### src/rtl/pdp_pkg.sv
// ----------------------------------------------------------------------------
// pdp_pkg
// Shared types and constants for the pinhole depth projection block.
// ----------------------------------------------------------------------------
`default_nettype none

package pdp_pkg;

  localparam logic OP_PROJECT   = 1'b0;
  localparam logic OP_UNPROJECT = 1'b1;

  localparam int  APB_AW = 4;
  localparam logic [1:0] REG_WIDTH  = 2'd0;
  localparam logic [1:0] REG_HEIGHT = 2'd1;
  localparam logic [1:0] REG_FOCAL  = 2'd2;

  localparam logic [12:0] WIDTH_RST  = 13'd640;
  localparam logic [12:0] HEIGHT_RST = 13'd480;
  localparam logic [31:0] FOCAL_RST  = 32'd18718720;

  typedef struct packed {
    logic              op;
    logic signed [31:0] horiz_in;
    logic signed [31:0] vert_in;
    logic signed [31:0] z_meters;
    logic [15:0]       depth_in_mm;
  } pdp_in_t;

  typedef struct packed {
    logic              ok;
    logic signed [31:0] horiz_out;
    logic signed [31:0] vert_out;
    logic [22:0]       z_out;
    logic [15:0]       depth_out_mm;
  } pdp_out_t;

  typedef struct packed {
    logic [12:0] width;
    logic [12:0] height;
    logic [31:0] focal;
  } pdp_cfg_t;

  // Per-item control that rides alongside the dividers.
  typedef struct packed {
    logic        valid;
    logic        unproj;
    logic        near;
    logic        fzero;
    logic [22:0] z_out;
    logic [15:0] depth;
  } pdp_side_t;

endpackage

`default_nettype wire

### src/rtl/pdp_regs.sv
// ----------------------------------------------------------------------------
// pdp_regs
// APB-style configuration registers: image width, image height, focal length.
// ----------------------------------------------------------------------------
`default_nettype none

module pdp_regs (
  input  wire logic                       clk,
  input  wire logic                       rst,
  input  wire logic                       psel,
  input  wire logic                       penable,
  input  wire logic                       pwrite,
  input  wire logic [pdp_pkg::APB_AW-1:0] paddr,
  input  wire logic [31:0]                pwdata,
  output logic [31:0]                     prdata,
  output logic                            pready,
  output pdp_pkg::pdp_cfg_t               cfg
);
  import pdp_pkg::*;

  logic [1:0] idx;
  logic       wr;

  assign idx    = paddr[3:2];
  assign wr     = psel && penable && pwrite;
  assign pready = 1'b1;

  always_ff @(posedge clk) begin
    if (rst) begin
      cfg.width  <= WIDTH_RST;
      cfg.height <= HEIGHT_RST;
      cfg.focal  <= FOCAL_RST;
    end else if (wr) begin
      case (idx)
        REG_WIDTH:  cfg.width  <= pwdata[12:0];
        REG_HEIGHT: cfg.height <= pwdata[12:0];
        REG_FOCAL:  cfg.focal  <= pwdata;
        default: ;
      endcase
    end
  end

  always_comb begin
    case (idx)
      REG_WIDTH:  prdata = {19'd0, cfg.width};
      REG_HEIGHT: prdata = {19'd0, cfg.height};
      REG_FOCAL:  prdata = cfg.focal;
      default:    prdata = 32'd0;
    endcase
  end

endmodule

`default_nettype wire

### config.mk
export PLATFORM = sky130hd
export DESIGN_NAME = pdp_regs
export DESIGN_NICKNAME = d
export VERILOG_FILES = /design/src/rtl/pdp_pkg.sv /design/src/rtl/pdp_regs.sv
export SDC_FILE = /design/constraint.sdc
export NUM_CORES = 1
export LEC_CHECK = 0
export ABC_AREA = 1
export BUFFER_PORTS_ARGS = -buffer_cell sky130_fd_sc_hd__buf_2
export CAP_MARGIN = 15
export CORE_MARGIN = 5
export CORE_UTILIZATION = 51
export CTS_BUF_LIST = sky130_fd_sc_hd__clkbuf_8
export CTS_CLUSTER_DIAMETER = 60
export DETAILED_ROUTE_END_ITERATION = 10
export HOLD_SLACK_MARGIN = 0.06
export PLACE_DENSITY = 0.93
export SETUP_SLACK_MARGIN = 0.3
export SLEW_MARGIN = 20
export SYNTH_ARGS = -nofsm -noshare
export SYNTH_HDL_FRONTEND = slang
export SYNTH_SLANG_ARGS = --single-unit
### constraint.sdc
create_clock -name clk -period 1.38 [get_ports clk]
set_input_delay 0.207 -clock clk [delete_from_list [all_inputs] [get_ports clk]]
set_output_delay 0.207 -clock clk [all_outputs]
set_load 0.005 [all_outputs]
==> summary.md, run 1 <==
| Metric | Value |
|---|---|
| Initial antenna violation count | `0` |
| Register name with the most flops | `cfg` |
| Setup violators final | `0` |
| # nets final | `638` |
| FF-to-FF End | `cfg[19]` |
| Mean Syn Cell Area | `6.24 µm²` |
| Remaining DRCs | `0` |
| GP Congestion | `0.866` |
| CTS root buffer | `clkbuf_8` |
| Wire length per cell | `16.2 µm` |
| Final Cycle Share | `85.8%` |
| Initial Utilization | `53.0%` |
| 1st-iter DRT viols | `318` |
| Largest regs | `cfg x58` |
| GRT Residual Overflow | `0` |
| Post-DP Area | `0.00353 mm²` |
| Internal power | `2.68 mW` |
| Area Growth Syn to Fin | `61.9%` |
| MaxCap Viol Count | `0` |
| IO Pins | `132` |
| P_leak | `2.47 nW` |
| RSZ-0062 raised after global routing | `true` |
| Clock skew | `0 ps` |
| Psw | `1.00 mW` |
| 1st-pass router iterations | `4` |
| Via count | `3509` |
| Fraction of layout cells with a size suffix above 1 | `49.0%` |
| Total number of yosys warnings | `0` |
| Combinational share of power | `17.4%` |
| H-tree Lvls | `3` |
| Fin. Hold Viols | `0` |
| Post-DRT Antenna Nets | `0` |
| Hpwl dp | `5880 µm` |
| Most frequent cells in the layout | `buf_2 (120), nor2_1 (100), nand2_1 (94), nand3_1 (62), dfxtp_2 (48)` |
| Largest net degree at the start of global routing | `59` |
| Core area | `0.00517 mm²` |
| Vert. Die Dim | `83.3 µm` |
| Number of global-route vias before repair | `3431` |
| Hold crit path type | `input port to flop` |
| Nature of the critical path endpoint | `output pin` |
| Worst ir drop on vdd | `0.570 mV` |
| Synthesis-stage register bit count | `58` |
| Min cycle time layout | `1180 ps` |
| Crit start category | `input port` |
| Reg2Reg Launch Point | `cfg[19]` |
| Sequential share of the synthesized area | `42.4%` |
| Total Routing Usage GR | `27.7%` |
| Sink Count | `58` |
| Clk pwr share | `35.1%` |
| Maximum clock path buffer count | `2` |
| Sequential share of power | `47.6%` |
| Clk_lat worst skew | `320 ps` |
| WL final | `10900 µm` |
| Setup TNS | `0 ps` |
| Slew Limit Fails | `0` |
| DR vias/cell | `5.24` |
| Worst-path clk slew | `70 ps` |
| Reg2reg path depth | `4` |
| Clock tree from TritonCTS | `done` |
| Critical Path Fanout Max | `5` |
| Crit path arrival time | `980 ps` |
| Hold-fix buffers at CTS | `0` |
| WHS Endpoint | `cfg[24]` |
| Global-route wire length before repair | `15800 µm` |
| Worst Path Class, Setup | `input port to output pin` |
| Max reg flops | `58` |
| Switch share | `27.2%` |
| Hold path startpoint | `pwdata[24]` |
| Fin area | `0.00444 mm²` |
| Most common cell after layout, fill and taps aside | `buf_2` |
| Max Clock Freq | `0.845 GHz` |
| Die area | `0.00694 mm²` |
| Num CTS Buffers | `9` |
| Synthesized area | `0.00274 mm²` |
| Mapped Cells | `439` |
| Chip Width | `83.3 µm` |
| CP Data Required Time | `1170 ps` |
| Antenna Cells | `0` |
| Hold depth | `3` |
| Netlist cell types | `12` |
| Status | `complete, no violations` |
| Syn_nets | `480` |
| Pwr dens | `831 mW/mm²` |
| IO buf count | `128` |
| Row count | `26` |
| Setup slack, reg-to-reg | `550 ps` |
-- cell families (layout without fill, tap and decap cells) --
logic type	Yosys count	in the layout	synth area share, %
AND/OR/NAND/NOR	305	305	45.6
buffers and inverters	75	236	11.9
flip-flops	58	58	42.4
other	1	1	0.137
-- worst max-delay path by stage --
stage	from	endpoint	slack [ps]	cells after the start
2_1_floorplan	psel	cfg[36]	400	7
6_report	paddr[3]	prdata[9]	200	8
4_1_cts	paddr[3]	prdata[4]	240	8
3_5_place_dp	paddr[2]	prdata[27]	130	6
5_1_grt	cfg[22]	prdata[22]	140	3
3_3_place_gp	paddr[3]	prdata[9]	190	7
-- cell type report --
cell class	instances	area [µm²]
timing repair buffer	174	1330
multi-input combinational	306	1450
clock inverter	4	15.0
inverter	48	195
tap	70	87.6
fill	273	734
sequential	58	1220
clock buffer	10	138
-- per-layer routing --
metal,track usage (%),share of wire [%]
met3,6.93,9.5
met1,31.6,37
met5,0,0
met2,49.6,52
met4,10.3,2.2
-- metrics by stage --
step                      utilization [%]  hold slack [ps]  setup slack (ps)  instances  power [mW]
final                                85.8             88.7               196        670        3.69
after global routing                 85.8              107               143        670        3.82
after CTS                            81.1             83.6               236        661        3.59
after detailed placement             68.3              422               127        623        2.22
after global placement               68.3              418               186        623        2.21
after floorplan                         -              333               399        439        2.01
-- cells in the mapped netlist --
cell / count / area share, %
buf_2: 15 / 2.7
inv_2: 2 / 0.27
nand3_1: 72 / 13
nand2_1: 117 / 16
inv_1: 46 / 6.3
clkbuf_1: 1 / 0.14
conb_1: 1 / 0.14
dfxtp_1: 58 / 42
buf_4: 7 / 1.9
nor2_1: 110 / 15
buf_1: 4 / 0.55
nor2_2: 6 / 1.4
-- worst max-delay path, cell delays in order --
cell and delay, ps:
buf_12 110, inv_8 40, nor2_4 130, buf_6 130, buf_12 120, nand2_4 50
nand3_2 70, buf_2 110
-- power groups by stage --
stage	logic, mW	registers [mW]	clock network, mW
2_1_floorplan	0.230	1.78	0
6_report	0.640	1.75	1.29
3_3_place_gp	0.431	1.77	0
4_1_cts	0.575	1.75	1.27
5_1_grt	0.691	1.76	1.37
3_5_place_dp	0.444	1.78	0
-- repair_timing --
item	4_1_cts	5_1_grt
cloned	5	1
resized for setup	100	48
pin swaps	31	11
endpoints found under the setup margin	32	47
hold endpoints to repair	0	0
buffers inserted	19	8
Power figures use the tool's default switching activity.
==> inputs of run 2 (changes only) <==
--- a/config.mk
+++ b/config.mk
@@ -12,6 +12,7 @@
 export CORE_UTILIZATION = 51
 export CTS_BUF_LIST = sky130_fd_sc_hd__clkbuf_8
 export CTS_CLUSTER_DIAMETER = 60
+export CTS_CLUSTER_SIZE = 20
 export DETAILED_ROUTE_END_ITERATION = 10
 export HOLD_SLACK_MARGIN = 0.06
 export PLACE_DENSITY = 0.93
==> constraint.sdc (replaced) <==
create_clock -name clk -period 1.4 [get_ports clk]
set_input_delay 0.21 -clock clk [delete_from_list [all_inputs] [get_ports clk]]
set_output_delay 0.21 -clock clk [all_outputs]
set_load 0.005 [all_outputs]
==> run 2 against run 1 <==
Critical path depth down 5. Die area unchanged. Total power up 0.68%. Combinational power down 7.8%. Core utilization down 2.6 points. Largest power group unchanged. Non-clock buffer count down 7. Critical path type is now flop to output pin. Clock power up 9%. Setup slack worse by 2.5 ps. Largest cell class unchanged. Sequential share of layout area up 0.35 points. Wire length down 4.5%.
==> summary.md, run 2 (synthesis results as in run 1) <==
| Metric | Value |
|---|---|
| Pwr dens | `862 mW/mm² (+3.8%)` |
| Clock skew | `0 ps (unchanged)` |
| Via count | `3463 (-1.3%)` |
| WL final | `10400 µm (-4.5%)` |
| Max Clock Freq | `0.829 GHz` |
| Total Routing Usage GR | `25.4% (-2.3 points)` |
| Initial Utilization | `53.0% (unchanged)` |
| WHS Endpoint | `cfg[24]` |
| Chip Width | `83.3 µm (unchanged)` |
| Fin area | `0.00431 mm² (-3.0%)` |
| Setup violators final | `0 (unchanged)` |
| RSZ-0062 raised after global routing | `true` |
| CP Data Required Time | `1190 ps (+20 ps)` |
| Post-DRT Antenna Nets | `0 (unchanged)` |
| Hold path startpoint | `pwdata[24]` |
| Min cycle time layout | `1210 ps` |
| 1st-pass router iterations | `5 (+1)` |
| H-tree Lvls | `3 (unchanged)` |
| Slowest CP cell | `dfxtp_1` |
| Vert. Die Dim | `83.3 µm (unchanged)` |
| Most frequent cells in the layout | `buf_2 (121), nor2_1 (100), nand2_1 (94), nand3_1 (59), inv_1 (35)` |
| Fraction of layout cells with a size suffix above 1 | `46.9% (-2.1 points)` |
| Largest regs | `cfg x58` |
| Crit path arrival time | `1000 ps (+20 ps)` |
| Reg2Reg Launch Point | `cfg[27]` |
| # nets final | `631 (-1.1%)` |
| Setup slack, reg-to-reg | `590 ps (+40 ps)` |
| Top Family by Delay on Critical Path | `flip-flops` |
| Initial antenna violation count | `0 (unchanged)` |
| Sink Count | `58 (unchanged)` |
| GP Congestion | `0.853 (-1.5%)` |
| Clk_lat worst skew | `310 ps (about the same)` |
| Worst ir drop on vdd | `0.560 mV (-1.8%)` |
| GRT Residual Overflow | `0 (unchanged)` |
| Crit-path max cell delay | `420 ps (+290 ps)` |
| 1st-iter DRT viols | `278 (-13%)` |
| Critical Path Fanout Max | `3 (-2)` |
| CTS root buffer | `clkbuf_8` |
| Status | `complete, no violations` |
| Global-route wire length before repair | `14700 µm (-7.2%)` |
| P_leak | `2.39 nW (-3.4%)` |
| Hpwl dp | `5650 µm (-4.0%)` |
| IO buf count | `128 (unchanged)` |
| Worst-path clk slew | `60 ps (about the same)` |
| FF-to-FF End | `cfg[27]` |
| Largest net degree at the start of global routing | `59 (unchanged)` |
| Row count | `26 (unchanged)` |
| Reg2reg path depth | `3 (-1)` |
| Nature of the critical path endpoint | `output pin` |
| Clock tree from TritonCTS | `done` |
| DR vias/cell | `5.21 (-0.57%)` |
| Core area | `0.00517 mm² (unchanged)` |
| Area Growth Syn to Fin | `57.1%` |
| Bufs and invs on worst path | `1 (-4)` |
| Fin. Hold Viols | `0 (unchanged)` |
| Maximum clock path buffer count | `2 (unchanged)` |
| Max reg flops | `58 (unchanged)` |
| Die area | `0.00694 mm² (unchanged)` |
| Antenna Cells | `0 (unchanged)` |
| Hold depth | `3 (unchanged)` |
| Remaining DRCs | `0 (unchanged)` |
| Crit-path cells | `nand2_2 > nand3_2 > buf_2` |
| Number of global-route vias before repair | `3125 (-8.9%)` |
| Slew Limit Fails | `0 (unchanged)` |
| MaxCap Viol Count | `0 (unchanged)` |
| Setup TNS | `0 ps (unchanged)` |
| Register name with the most flops | `cfg` |
| Post-DP Area | `0.00352 mm² (-0.50%)` |
| Num CTS Buffers | `9 (unchanged)` |
| IO Pins | `132 (unchanged)` |
| Final Cycle Share | `86.2%` |
| Most common cell after layout, fill and taps aside | `buf_2` |
| Worst Path Class, Setup | `flop to output pin` |
| Crit start category | `flop` |
| Hold crit path type | `input port to flop` |
| Wire length per cell | `15.6 µm (-3.8%)` |
==> run 2: tightest hold or removal path, cell delays in order <==
cell     delay (ps)
buf_2            70
nand2_1          40
nand3_1          60
==> run 2: worst max path at each step <==
stage | from | endpoint | slack [ps] | cells past startpoint
floorplan | psel | cfg[36] | 420 | 7
global placement | paddr[2] | cfg[26] | 150 | 7
detailed placement | paddr[2] | cfg[22] | 100 | 7
CTS | paddr[2] | prdata[11] | 230 | 8
global route | cfg[38] | prdata[6] | 150 | 3
finish | cfg[38] | prdata[6] | 190 | 3
==> run 2: timing repair <==
item / 4_1_cts / 5_1_grt
hold buffers: 0 / 0
pin swaps: 12 / 26
setup endpoints to repair: 32 / 43
resized for setup: 54 / 74
cloned: 4 / 0
buffers inserted: 15 / 6
==> run 2: power breakdown <==
part	leakage (nW)	switching, mW	internal (mW)
logic	1.81	0.312	0.278
clock network	0.105	0.629	0.769
registers	0.475	0.0341	1.69
total	2.39	0.975	2.74
==> run 2: final cells by class <==
class / instances / area [µm²]
clock buffers: 12 / 165
multi-input cells: 306 / 1450
inverters: 48 / 193
fillers: 322 / 867
well taps: 70 / 87.6
flip-flops and latches: 58 / 1200
repair buffers: 167 / 1200
clock inverters: 4 / 17.5
==> run 2: through the flow <==
step           setup WS, ps  cells  hold slack [ps]  utilization, %  power, mW
2_1_floorplan           416    439              336               -       1.98
3_3_place_gp            146    624              421            68.0       2.17
3_5_place_dp           98.4    624              426            68.0       2.18
4_1_cts                 228    659             94.7            78.5       3.65
5_1_grt                 152    665              115            83.2       3.88
6_report                194    665              100            83.2       3.71
==> run 2: metal layers <==
| metal | track usage [%] | vias to the layer above | share of wire, % |
|---|---|---|---|
| met5 | 0 | - | 0 |
| met4 | 8.02 | 0 | 2.5 |
| met3 | 5.35 | 33 | 10 |
| met2 | 44.8 | 241 | 49 |
| met1 | 30.8 | 1560 | 38 |
| li1 | - | 1629 | - |
==> inputs of run 3 (changes only) <==
--- a/config.mk
+++ b/config.mk
@@ -6,7 +6,7 @@
 export NUM_CORES = 1
 export LEC_CHECK = 0
 export ABC_AREA = 1
-export BUFFER_PORTS_ARGS = -buffer_cell sky130_fd_sc_hd__buf_2
+export BUFFER_PORTS_ARGS = -buffer_cell sky130_fd_sc_hd__buf_4
 export CAP_MARGIN = 15
 export CORE_MARGIN = 5
 export CORE_UTILIZATION = 51
==> run 3 against run 2 <==
Via count grew 7.6%. Total power grew 3.1%. Combinational power grew 15%. Critical path depth is the same. Highest routed layer unchanged. Die area is the same. Core utilization grew 8.2 points. Critical path type unchanged. First-iteration DRC count grew 38%. Sequential cell count is the same. Wire length grew 20%. Largest power group unchanged. Global-route usage grew 2.7 points. Non-clock buffer count grew 11.
==> summary.md, run 3 (synthesis results as in run 1) <==
| Metric | Value |
|---|---|
| Max Clock Freq | `0.830 GHz (+0.15%)` |
| Row count | `26 (unchanged)` |
| Chip Width | `83.3 µm (unchanged)` |
| Top Family by Delay on Critical Path | `flip-flops` |
| Hpwl dp | `6110 µm (+8.2%)` |
| RSZ-0062 raised after global routing | `true` |
| P_leak | `2.53 nW (+6.1%)` |
| H-tree Lvls | `3 (unchanged)` |
| Crit start category | `flop` |
| Post-DRT Antenna Nets | `0 (unchanged)` |
| CP Data Required Time | `1190 ps (about the same)` |
| DR vias/cell | `5.51 (+5.9%)` |
| CP Depth | `3 (unchanged)` |
| IO buf count | `128 (unchanged)` |
| Crit-path cells | `inv_1 > nor2_1 > buf_4` |
| Initial antenna violation count | `0 (unchanged)` |
| Antenna Cells | `0 (unchanged)` |
| Hold crit path type | `input port to flop` |
| Slew Limit Fails | `0 (unchanged)` |
| # nets final | `642 (+1.7%)` |
| Final Hold Slack | `83.0 ps (-17.2 ps)` |
| Crit path arrival time | `990 ps (about the same)` |
| Slowest CP cell | `dfxtp_2` |
| Setup TNS | `0 ps (unchanged)` |
| Worst ir drop on vdd | `0.606 mV (+8.3%)` |
| Hold-fix buffers at CTS | `0 (unchanged)` |
| Vert. Die Dim | `83.3 µm (unchanged)` |
| Min cycle time layout | `1200 ps (-1.80 ps)` |
| Wire length per cell | `18.4 µm (+18%)` |
| MaxCap Viol Count | `0 (unchanged)` |
| Reg2reg path depth | `4 (+1)` |
| Clock skew | `0 ps (unchanged)` |
| Max reg flops | `58 (unchanged)` |
| Initial Utilization | `53.0% (unchanged)` |
| Worst-path clk slew | `70 ps (about the same)` |
| Largest net degree at the start of global routing | `59 (unchanged)` |
| Pwr dens | `809 mW/mm² (-6.1%)` |
| Register name with the most flops | `cfg` |
| Most frequent cells in the layout | `buf_4 (149), nor2_1 (98), nand2_1 (95), nand3_1 (59), dfxtp_2 (51)` |
| Sink Count | `58 (unchanged)` |
| Area Growth Syn to Fin | `72.5%` |
| Crit-path max cell delay | `350 ps (-70 ps)` |
| Largest regs | `cfg x58` |
| Via count | `3727 (+7.6%)` |
| Critical Path Fanout Max | `3 (unchanged)` |
| Maximum clock path buffer count | `2 (unchanged)` |
| Hold depth | `3 (unchanged)` |
| Number of global-route vias before repair | `3307 (+5.8%)` |
| Fraction of layout cells with a size suffix above 1 | `51.7% (+4.8 points)` |
| Fin util | `91.4% (+8.2 points)` |
| Fin. Hold Viols | `0 (unchanged)` |
| 1st-iter DRT viols | `384 (+38%)` |
| Worst Path Class, Setup | `flop to output pin` |
| DP Worst Slack | `150 ps (+51.9 ps)` |
| Number of fill cells | `208 (-35%)` |
| Clock tree from TritonCTS | `done` |
| Core area | `0.00517 mm² (unchanged)` |
| Num CTS Buffers | `9 (unchanged)` |
| Clk_lat worst skew | `340 ps (+30 ps)` |
| Nature of the critical path endpoint | `output pin` |
| WL final | `12400 µm (+20%)` |
| GP Congestion | `0.843 (-1.2%)` |
| Final Cycle Share | `86.0% (-0.13 points)` |
| Remaining DRCs | `0 (unchanged)` |
| Bufs and invs on worst path | `2 (+1)` |
| IO Pins | `132 (unchanged)` |
| Setup ws final | `196 ps (+1.80 ps)` |
| Global-route wire length before repair | `15800 µm (+7.9%)` |
| Pwr Total | `3.83 mW (+3.1%)` |
| Die area | `0.00694 mm² (unchanged)` |
| Status | `complete, no violations` |
| GRT Residual Overflow | `0 (unchanged)` |
| Most common cell after layout, fill and taps aside | `buf_4` |
| CTS root buffer | `clkbuf_8` |
| Total Routing Usage GR | `28.1% (+2.7 points)` |
| 1st-pass router iterations | `7 (+2)` |
| Setup violators final | `0 (unchanged)` |
==> run 3: cell types whose count changed in the layout (fill, tap and decap cells not counted), moves of 3 or more <==
cell     delta
dfxtp_1    -21
buf_4     +130
buf_2     -121
buf_6       +3
buf_16      -3
dfxtp_2    +20
==> run 3: area by class of cell <==
cell class	count	area, µm²	share of cell area [%]
Clock inverter	4	17.5	0.370
Clock buffer	12	165	3.49
Timing Repair Buffer	178	1580	33.3
Sequential cell	58	1230	26.0
Inverter	48	188	3.97
Tap cell	70	87.6	1.85
Multi-Input combinational cell	306	1470	31.0
==> run 3: per-layer routing <==
layer / part of all wire [%] / track usage (%)
met1: 36 / 31.8
met2: 50 / 50.0
met3: 10 / 5.84
met4: 4.4 / 13.7
met5: 0 / 0
==> run 3: report_power, final <==
part / total [mW] / leakage [nW] / switching, mW / internal [mW]
Combinational: 0.676 / 1.94 / 0.336 / 0.340
Clock: 1.42 / 0.105 / 0.653 / 0.769
Sequential: 1.73 / 0.483 / 0.0382 / 1.69
==> run 3: through the flow <==
step	std cells	area [µm²]
after floorplan	439	2740
after global placement	624	3820
after detailed placement	624	3820
after CTS	661	4450
after global routing	676	4730
final	676	4730
==> run 3: worst paths after layout <==
check                   from    endpoint  slack [ps]
hold reg to reg      cfg[16]     cfg[16]         480
hold / removal    pwdata[15]     cfg[15]          80
setup reg to reg     cfg[53]     cfg[53]         490
setup / recovery     cfg[25]  prdata[25]         200
==> run 3: worst min-delay path, delay by kind of cell <==
kind                   cells  cell delay [ps]
and+or+nand+nor            2              100
buffers and inverters      1               70
==> run 3: repair_timing <==
item | CTS | global route
endpoints found under the setup margin | 32 | 38
buffers inserted | 18 | 14
gates cloned | 3 | 1
hold endpoints to repair | 0 | 0
resized for setup | 92 | 60
pin swaps | 22 | 19
